[config.mk]
export PLATFORM = sky130hd
export DESIGN_NAME = mme_ctrl
export DESIGN_NICKNAME = d
export VERILOG_FILES = /design/src/rtl/core/mme_pkg.sv /design/src/rtl/core/mme_ctrl.sv
export SDC_FILE = /design/constraint.sdc
export NUM_CORES = 1
export LEC_CHECK = 0
export ABC_AREA = 1
export BUFFER_PORTS_ARGS = -buffer_cell sky130_fd_sc_hd__buf_2
export CAP_MARGIN = 20
export CORE_AREA = 3 3 68 76
export DETAILED_ROUTE_END_ITERATION = 8
export DIE_AREA = 0 0 71 79
export GPL_TIMING_DRIVEN = 0
export HOLD_SLACK_MARGIN = 0.03
export PLACE_DENSITY_LB_ADDON = 0.1
export SLEW_MARGIN = 20
export SYNTH_ARGS = -nofsm -noshare
export SYNTH_HDL_FRONTEND = slang
export SYNTH_SLANG_ARGS = --single-unit
[constraint.sdc]
create_clock -name clock -period 5.24 [get_ports clock]
set_input_delay 0 -clock clock [delete_from_list [all_inputs] [get_ports clock]]
set_output_delay 0 -clock clock [all_outputs]
set_load 0.005 [all_outputs]
[src/rtl/core/mme_pkg.sv]
package mme_pkg;

   localparam int MAX_DIM = 8;
   localparam int IDX_W   = $clog2(MAX_DIM);
   localparam int ADDR_W  = 2 * IDX_W;
   localparam int DEPTH   = MAX_DIM * MAX_DIM;
   localparam int DATA_W  = 32;
   localparam int DIM_W   = 4;
   localparam int REG_W   = 3;

   typedef enum logic [1:0] {
      CMD_WRITE_A = 2'd0,
      CMD_WRITE_B = 2'd1,
      CMD_COMPUTE = 2'd2
   } cmd_type;

   typedef enum logic [REG_W-1:0] {
      REG_ROWS_A = 3'd0,
      REG_COLS_A = 3'd1,
      REG_ROWS_B = 3'd2,
      REG_COLS_B = 3'd3
   } reg_index_type;

   typedef enum logic [1:0] {
      ST_IDLE,
      ST_ISSUE,
      ST_WAIT,
      ST_ERROR
   } state_type;

   typedef struct packed {
      logic              wr_a;
      logic              wr_b;
      logic              rd_en;
      logic              rd_first;
      logic              rd_last;
      logic [ADDR_W-1:0] rd_a_addr;
      logic [ADDR_W-1:0] rd_b_addr;
      logic              load_out;
      logic              load_err;
      logic [IDX_W-1:0]  out_row;
      logic [IDX_W-1:0]  out_col;
      logic              out_last;
   } dp_cmd_type;

   typedef struct packed {
      logic acc_ready;
      logic out_free;
   } dp_status_type;

endpackage

[src/rtl/core/mme_ctrl.sv]
module mme_ctrl (
   input  logic                         clock,
   input  logic                         reset,
   input  logic                         req_valid,
   output logic                         req_ready,
   input  mme_pkg::cmd_type             req_command,
   input  logic                         csr_we,
   input  logic [mme_pkg::REG_W-1:0]    csr_index,
   input  logic [mme_pkg::DIM_W-1:0]    csr_wdata,
   input  mme_pkg::dp_status_type       status,
   output mme_pkg::dp_cmd_type          cmd
);

   mme_pkg::state_type state_ff, state_in;
   logic [mme_pkg::IDX_W-1:0] i_ff, i_in, j_ff, j_in, k_ff, k_in;
   logic [mme_pkg::DIM_W-1:0] rows_a_ff, cols_a_ff, rows_b_ff, cols_b_ff;
   logic [mme_pkg::IDX_W-1:0] m1, n1, q1;
   logic                      mismatch;
   logic                      accept;
   logic                      final_elem;

   function automatic logic [mme_pkg::DIM_W-1:0] eff_dim(input logic [mme_pkg::DIM_W-1:0] v);
      logic [mme_pkg::DIM_W-1:0] r;
      if (v == '0) begin
         r = mme_pkg::DIM_W'(1);
      end else if (v > mme_pkg::DIM_W'(mme_pkg::MAX_DIM)) begin
         r = mme_pkg::DIM_W'(mme_pkg::MAX_DIM);
      end else begin
         r = v;
      end
      return r;
   endfunction

   assign m1 = mme_pkg::IDX_W'(eff_dim(rows_a_ff) - mme_pkg::DIM_W'(1));
   assign n1 = mme_pkg::IDX_W'(eff_dim(cols_a_ff) - mme_pkg::DIM_W'(1));
   assign q1 = mme_pkg::IDX_W'(eff_dim(cols_b_ff) - mme_pkg::DIM_W'(1));
   assign mismatch   = eff_dim(rows_b_ff) != eff_dim(cols_a_ff);
   assign req_ready  = state_ff == mme_pkg::ST_IDLE;
   assign accept     = req_valid && req_ready;
   assign final_elem = (i_ff == m1) && (j_ff == q1);

   always_ff @(posedge clock) begin
      if (reset) begin
         rows_a_ff <= mme_pkg::DIM_W'(1);
         cols_a_ff <= mme_pkg::DIM_W'(1);
         rows_b_ff <= mme_pkg::DIM_W'(1);
         cols_b_ff <= mme_pkg::DIM_W'(1);
      end else if (csr_we) begin
         case (mme_pkg::reg_index_type'(csr_index))
            mme_pkg::REG_ROWS_A: rows_a_ff <= csr_wdata;
            mme_pkg::REG_COLS_A: cols_a_ff <= csr_wdata;
            mme_pkg::REG_ROWS_B: rows_b_ff <= csr_wdata;
            mme_pkg::REG_COLS_B: cols_b_ff <= csr_wdata;
            default: ;
         endcase
      end
   end

   always_ff @(posedge clock) begin
      if (reset) begin
         state_ff <= mme_pkg::ST_IDLE;
         i_ff     <= '0;
         j_ff     <= '0;
         k_ff     <= '0;
      end else begin
         state_ff <= state_in;
         i_ff     <= i_in;
         j_ff     <= j_in;
         k_ff     <= k_in;
      end
   end

   always_comb begin
      state_in = state_ff;
      i_in     = i_ff;
      j_in     = j_ff;
      k_in     = k_ff;
      case (state_ff)
         mme_pkg::ST_IDLE: begin
            if (accept && req_command == mme_pkg::CMD_COMPUTE) begin
               i_in = '0;
               j_in = '0;
               k_in = '0;
               state_in = mismatch ? mme_pkg::ST_ERROR : mme_pkg::ST_ISSUE;
            end
         end
         mme_pkg::ST_ISSUE: begin
            if (k_ff == n1) begin
               k_in     = '0;
               state_in = mme_pkg::ST_WAIT;
            end else begin
               k_in = k_ff + mme_pkg::IDX_W'(1);
            end
         end
         mme_pkg::ST_WAIT: begin
            if (status.acc_ready && status.out_free) begin
               if (final_elem) begin
                  state_in = mme_pkg::ST_IDLE;
               end else begin
                  state_in = mme_pkg::ST_ISSUE;
                  if (j_ff == q1) begin
                     j_in = '0;
                     i_in = i_ff + mme_pkg::IDX_W'(1);
                  end else begin
                     j_in = j_ff + mme_pkg::IDX_W'(1);
                  end
               end
            end
         end
         mme_pkg::ST_ERROR: begin
            if (status.out_free) begin
               state_in = mme_pkg::ST_IDLE;
            end
         end
         default: state_in = mme_pkg::ST_IDLE;
      endcase
   end

   always_comb begin
      cmd           = '0;
      cmd.rd_a_addr = {i_ff, k_ff};
      cmd.rd_b_addr = {k_ff, j_ff};
      cmd.rd_first  = k_ff == '0;
      cmd.rd_last   = k_ff == n1;
      cmd.out_row   = i_ff;
      cmd.out_col   = j_ff;
      cmd.out_last  = final_elem;
      case (state_ff)
         mme_pkg::ST_IDLE: begin
            cmd.wr_a = accept && req_command == mme_pkg::CMD_WRITE_A;
            cmd.wr_b = accept && req_command == mme_pkg::CMD_WRITE_B;
         end
         mme_pkg::ST_ISSUE: cmd.rd_en    = 1'b1;
         mme_pkg::ST_WAIT:  cmd.load_out = status.acc_ready && status.out_free;
         mme_pkg::ST_ERROR: cmd.load_err = status.out_free;
         default: ;
      endcase
   end

endmodule

==> reports/metrics.cfg, run 1 <==
[placement]
port_buffers = 41
place_area_um2 = 2020
gp_congestion = 0.772
hpwl_um = 2990

[synth]
yosys.cell_types.count = 27
syn_avg_cell_area_um2 = 6.53
ys.warnings.count = 0
seq_area_frac_synth = 0.309
syn-cell-area_um2 = 1750
synth_cells = 268
synth_nets = 290
ys_seq_elements = 27

[setup_path]
slowest_delay_ns = 0.34
cp_top_family = compound AO/OA/AOI/OAI gates
start_kind = flop
critical_path.slowest_cell = dfxtp_1
r2r_start = cols_a_ff[3]
arrival_ns = 2.13
crit_path_end = state_ff[0]
critPathKind = flop to flop
timing.critical_path.mode_cell = inv_1
cp.depth = 11
critPathBufInv = 3
r2r_cells = 11
r2r_end = state_ff[0]
crit_fanout = 5
crit_start = cols_a_ff[3]
endpoint_kind = flop
r2r_setup_slack_ns = 3.28
required_ns = 5.41
path_cells = inv_1 -> nand3_1 -> o21ai_2 -> inv_1 -> ha_1 -> xor2_1 -> o21ai_0 -> o21ai_2 -> inv_1 -> nor2_1 -> a21oi_1

[route]
dr.pass1.iters = 4
vias_per_cell = 4.54
avgRoutedWirePerCell_um = 10.2
final_antenna_net_count = 0
drc = 0
routed_wl_um = 3780
drtIter0Drc = 64
vias = 1685

[power]
p_leak_nw = 1.12
p_comb_frac = 0.479
power_uw = 743
p_clk_frac = 0.162
vdd_drop_max_v = 0.000110
sequentialPowerShare = 0.359
power_density_nw_per_um2 = 352
p_switching_uw = 298
swShare = 0.402
p_int_uw = 445

[die]
die_x_um = 71
die_h_um = 79
dieArea_um2 = 5610
io_pins = 42
start_util = 0.400
rows = 25
core_um2 = 4380

[sta]
clock_skew_ns = 0.00433
relSlewSlack = 0.677
tns_ns = 0
finalSetupViolations = 0
slew_violations = 0
fmax_ghz = 0.510
finalHoldViolCount = 0
worst_pin_slew_ns = 0.480
fin_crit_ns = 1.96
rsz0062_at_grt = false
fin_crit_sh = 0.374

[layout]
n_antenna_cell = 0
regArea_um2 = 541
multi_input_area_um2 = 946
layout_commonest_cell = nand2_1
final_util = 0.482
final_cell_mix = nand2_1 (53), inv_1 (45), buf_2 (42), nor2_1 (32), dfxtp_1 (27)
num-fill-cells = 463
area_delta_synth_final_pct = 20.5
stdcell_area_um2 = 2110
drive_gt1_frac = 0.230
layout.nets = 340

[grt]
grt_pass1_vias = 1460
gr-usage-all-layers = 0.138
grt_antenna_before_repair = 0
grt_remaining_overflow = 0
globalRouteMet2Util = 0.224
use_met1 = 0.187
use_met3 = 0.0190
top_usage_layer = met2
grt_pass1_wl_um = 6450
grt_max_degree = 16

[run]
max_cap_viol_count = 0

[cts]
cts.sink_count = 27
cts_root_buffer = clkbuf_8
cts_tree = done
worst_skew_pair.late_latency_ns = 0.27
cts-buffers-inserted = 3
path_clk_slew_ns = 0.10
clock_path_buffers = 2
cts_max_level = 1
post-cts-setup-buffer-count = 0

[status]
outcome = completed

[worst_hold_path]
hold_class = input pin to flop

## cells by family (layout without fill, tap and decap cells)
| family | Yosys count | in the layout | synth area share |
|---|---|---|---|
| adders and majority gates | 7 | 7 | 0.0500 |
| and+or+nand+nor | 122 | 122 | 0.311 |
| buffers and inverters | 60 | 109 | 0.151 |
| DFF | 27 | 27 | 0.309 |
| xor gates and xnor gates | 8 | 8 | 0.0400 |
| AOI/OAI and AO/OA | 44 | 44 | 0.139 |
## per-layer routing
| layer | wire, um | vias up |
|---|---|---|
| li1 | - | 937 |
| met1 | 1900 | 705 |
| met2 | 1660 | 39 |
| met3 | 174 | 4 |
| met4 | 45 | 0 |
| met5 | 0 | - |
## timing repair
action | 4_1_cts | 5_1_grt
hold buffers | 4 | 0
endpoints found under the hold margin | 12 | 0
resized for setup | 0 | 0
## through the flow
step / instances / hold WS, ns / worst slack, ns
finish: 371 / 0.0413 / 3.28
detailed placement: 363 / 0.240 / 3.28
floorplan: 268 / 0.0342 / 3.52
global placement: 363 / 0.240 / 3.30
global route: 371 / 0.0659 / 3.02
CTS: 371 / 0.0395 / 3.26
## flip-flops by register name (all words and copies together), names as in the netlist
register   flops
cols_a_ff      4
state_ff       2
k_ff           3
rows_b_ff      4
rows_a_ff      4
cols_b_ff      4
j_ff           3
i_ff           3
## cell usage after synthesis
cell type / count / area, um2
nor2_4: 2 / 22.5
inv_2: 3 / 11.3
inv_1: 45 / 169
buf_4: 10 / 75.1
a211oi_1: 1 / 7.51
o211ai_1: 2 / 15.0
dfxtp_1: 27 / 541
nand3_1: 12 / 60.1
o21bai_1: 1 / 7.51
a21oi_1: 16 / 80.1
nand3b_1: 1 / 7.51
ha_1: 7 / 87.6
nand2_1: 53 / 199
buf_1: 1 / 3.75
xor2_1: 5 / 43.8
nand2_2: 5 / 31.3
buf_2: 1 / 5.00
o21ai_2: 3 / 26.3
o21ai_1: 1 / 5.00
nor2_1: 32 / 120
nand4_1: 2 / 12.5
nor3_1: 11 / 55.1
nand3_2: 3 / 30.0
xnor2_1: 3 / 26.3
nor2_2: 1 / 6.26
o21ai_0: 18 / 90.1
a31oi_1: 2 / 12.5
## worst register-to-register path: stages (launching register included)
cell,delay [ns]
dfxtp_1,0.34
inv_1,0.14
nand3_1,0.11
o21ai_2,0.12
inv_1,0.07
ha_1,0.31
xor2_1,0.12
o21ai_0,0.13
o21ai_2,0.26
inv_1,0.09
nor2_1,0.10
a21oi_1,0.06
## power groups by stage
stage | clock, mW | sequential (mW) | combinational, mW
2_1_floorplan | 0 | 0.267 | 0.262
3_3_place_gp | 0 | 0.272 | 0.355
3_5_place_dp | 0 | 0.273 | 0.357
4_1_cts | 0.126 | 0.268 | 0.360
5_1_grt | 0.131 | 0.274 | 0.412
6_report | 0.120 | 0.267 | 0.356
## worst min path at each step
| stage | from | to | slack (ns) | cells past startpoint |
|---|---|---|---|---|
| finish | csr_index[0] | rows_b_ff[0] | 0.04 | 4 |
| floorplan | req_command[1] | cmd[24] | 0.03 | 1 |
| global placement | req_command[0] | cmd[25] | 0.24 | 3 |
| CTS | csr_index[0] | rows_b_ff[0] | 0.04 | 4 |
| global route | csr_index[0] | rows_b_ff[0] | 0.07 | 4 |
| detailed placement | req_command[0] | cmd[25] | 0.24 | 3 |
## layout make-up
type,instances,area share
plain buffers,12,0.0397
inverters,48,0.0854
clock inverters,1,0.00237
well taps,54,0.0320
flip-flops and latches,27,0.256
clock buffers,3,0.0196
repair buffers,45,0.116
multi-input cells,181,0.448
(Power assumes the default switching activity.)
==> run 2, diff against run 1 <==
Clock period 5.24 ns to 1.9 ns, I/O delays scaled along.
==> reports/metrics.cfg, run 2 (synthesis gave the netlist of run 1 again) <==
[grt]
grt_remaining_overflow = 0  ; unchanged
grt_max_degree = 16  ; unchanged
grt_pass1_vias = 1461  ; was 1460
gr-usage-all-layers = 0.138  ; about the same
grt_pass1_wl_um = 6470  ; was 6450 um
grt_antenna_before_repair = 0  ; unchanged

[route]
avgRoutedWirePerCell_um = 10.4  ; was 10.2 um
top_layer = met4  ; unchanged
final_antenna_net_count = 0  ; unchanged
vias = 1727  ; was 1685
wl_met2_um = 1780  ; was 1660 um
wl_met3_um = 158  ; was 174 um
drc = 0  ; unchanged
drtIter0Drc = 63  ; was 64
routed_wl_um = 3960  ; was 3780 um
dr.pass1.iters = 4  ; unchanged
vias_per_cell = 4.52  ; was 4.54
met1_length_um = 1980  ; was 1900 um

[die]
dieArea_um2 = 5610  ; unchanged
start_util = 0.400  ; unchanged
die_x_um = 71  ; unchanged
rows = 25  ; unchanged
io_pins = 42  ; unchanged
die_h_um = 79  ; unchanged
core_um2 = 4380  ; unchanged

[placement]
hpwl_um = 2990  ; unchanged
gp_congestion = 0.772  ; unchanged
dp.cells = 363  ; unchanged
port_buffers = 41  ; unchanged

[setup_path]
cp_top_family = simple AND/OR/NAND/NOR gates  ; was compound AO/OA/AOI/OAI gates
slowest_delay_ns = 0.34  ; about the same
r2r_setup_slack_ns = 0.04  ; was 3.28 ns
endpoint_kind = primary output  ; was flop
required_ns = 1.90  ; was 5.41 ns
start_kind = flop  ; unchanged
critical_path.slowest_cell = dfxtp_2  ; was dfxtp_1
crit_fanout = 3  ; was 5
path_cells = o21bai_1 -> nand2_1 -> ha_4 -> xor2_1 -> nand3_2 -> nor2_4 -> buf_4 -> buf_2  ; was inv_1 -> nand3_1 -> o21ai_2 -> inv_1 -> ha_1 -> xor2_1 -> o21ai_0 -> o21ai_2 -> inv_1 -> nor2_1 -> a21oi_1
arrival_ns = 1.86  ; was 2.13 ns
critPathBufInv = 2  ; was 3
critPathKind = flop to primary output  ; was flop to flop

[sta]
finalHoldViolCount = 0  ; unchanged
fmax_ghz = 0.538
fin_crit_sh = 0.979
finalSetupViolations = 0  ; unchanged
worst_pin_slew_ns = 0.483  ; was 0.480 ns
rsz0062_at_grt = true  ; was false
fin_crit_ns = 1.86
relSlewSlack = 0.675  ; was 0.677
slew_violations = 0  ; unchanged
clock_skew_ns = 0.00255  ; was 0.00433 ns

[layout]
num-fill-cells = 446  ; was 463
drive_gt1_frac = 0.323  ; was 0.230
final_cell_mix = nand2_1 (49), inv_1 (43), buf_2 (42), nor2_1 (32), buf_4 (21)  ; was nand2_1 (53), inv_1 (45), buf_2 (42), nor2_1 (32), dfxtp_1 (27)
layout.nets = 351  ; was 340
stdcell_count = 382  ; was 371
layout_commonest_cell = nand2_1  ; unchanged
area_delta_synth_final_pct = 30.7  ; was 20.5%
n_antenna_cell = 0  ; unchanged

[power]
vdd_drop_max_v = 0.000309  ; was 0.000110 V
power_mw = 2.20  ; was 743 uW
sequentialPowerShare = 0.339  ; was 0.359
p_comb_frac = 0.508  ; was 0.479
p_int_mw = 1.30  ; was 445 uW
swShare = 0.409  ; was 0.402
p_leak_nw = 1.19  ; was 1.12 nW
p_switching_uw = 898  ; was 298 uW
p_clk_frac = 0.153  ; was 0.162
power_density_nw_per_um2 = 960  ; was 352 nW/um2

[cts]
worst_skew_pair.late_latency_ns = 0.27  ; about the same
cts_root_buffer = clkbuf_8  ; unchanged
path_clk_slew_ns = 0.10  ; about the same
clock_path_buffers = 2  ; unchanged
cts_max_level = 1  ; unchanged
cts_tree = done  ; unchanged
cts-buffers-inserted = 3  ; unchanged
cts.sink_count = 27  ; unchanged

[status]
outcome = completed  ; unchanged

[worst_hold_path]
hold_class = input pin to flop  ; unchanged

[run]
max_cap_viol_count = 0  ; unchanged

-- run 2: layout make-up --
class / count / area, um2 / share of cell area
multi-input cells: 181 / 1030 / 0.449
repair buffers: 56 / 328 / 0.143
inverters: 48 / 180 / 0.0788
clock inverters: 1 / 5.00 / 0.00219
plain buffers: 12 / 83.8 / 0.0367
flip-flops and latches: 27 / 556 / 0.243
well taps: 54 / 67.6 / 0.0295
clock buffers: 3 / 41.3 / 0.0181
-- run 2: timing repair --
action / CTS / global route
hold endpoints to repair: 12 / 0
hold buffers: 4 / 0
setup buffers: 2 / 9
pin swaps: 1 / 15
endpoints found under the setup margin: 4 / 13
gates resized for setup: 3 / 27
-- run 2: worst register-to-register path, cell delays in order (launching register included) --
cell	delay, ns
dfxtp_2	0.34
o21bai_1	0.18
nand2_1	0.12
ha_4	0.28
xor2_1	0.19
nand3_2	0.12
nor2_4	0.15
nand2_4	0.10
nand3_2	0.10
nand2_1	0.08
a21oi_1	0.14
-- run 2: routing by layer --
metal / global-route usage / up-vias
li1: - / 958
met1: 0.187 / 731
met2: 0.228 / 34
met3: 0.0190 / 4
met4: 0.0395 / 0
met5: 0 / -
-- run 2: metrics by stage --
step                      setup WS (ns)  hold WS, ns  setup TNS (ns)  instance area, um2   util
after floorplan                   0.182       0.0342               0                1750      -
after global placement          -0.0400        0.240         -0.0612                2020  0.462
after detailed placement        -0.0561        0.240         -0.0912                2020  0.462
after CTS                      0.000348       0.0395               0                2130  0.487
after global routing            -0.0744       0.0659          -0.412                2290  0.522
final                            0.0397       0.0409               0                2290  0.522
-- run 2: final timing paths --
check	cells past startpoint	endpoint	start
max	8	cmd[0]	rows_a_ff[2]
min	4	rows_b_ff[0]	csr_index[0]
max reg2reg	10	j_ff[0]	rows_a_ff[2]
min reg2reg	2	rows_b_ff[0]	rows_b_ff[0]
-- run 2: power groups by stage --
stage                     registers [mW]  clock network (mW)  logic, mW
final                              0.745               0.335       1.12
after global routing               0.761               0.362       1.28
after CTS                          0.740               0.347       1.01
after detailed placement           0.753                   0      0.984
after global placement             0.751                   0      0.979
after floorplan                    0.736                   0      0.722
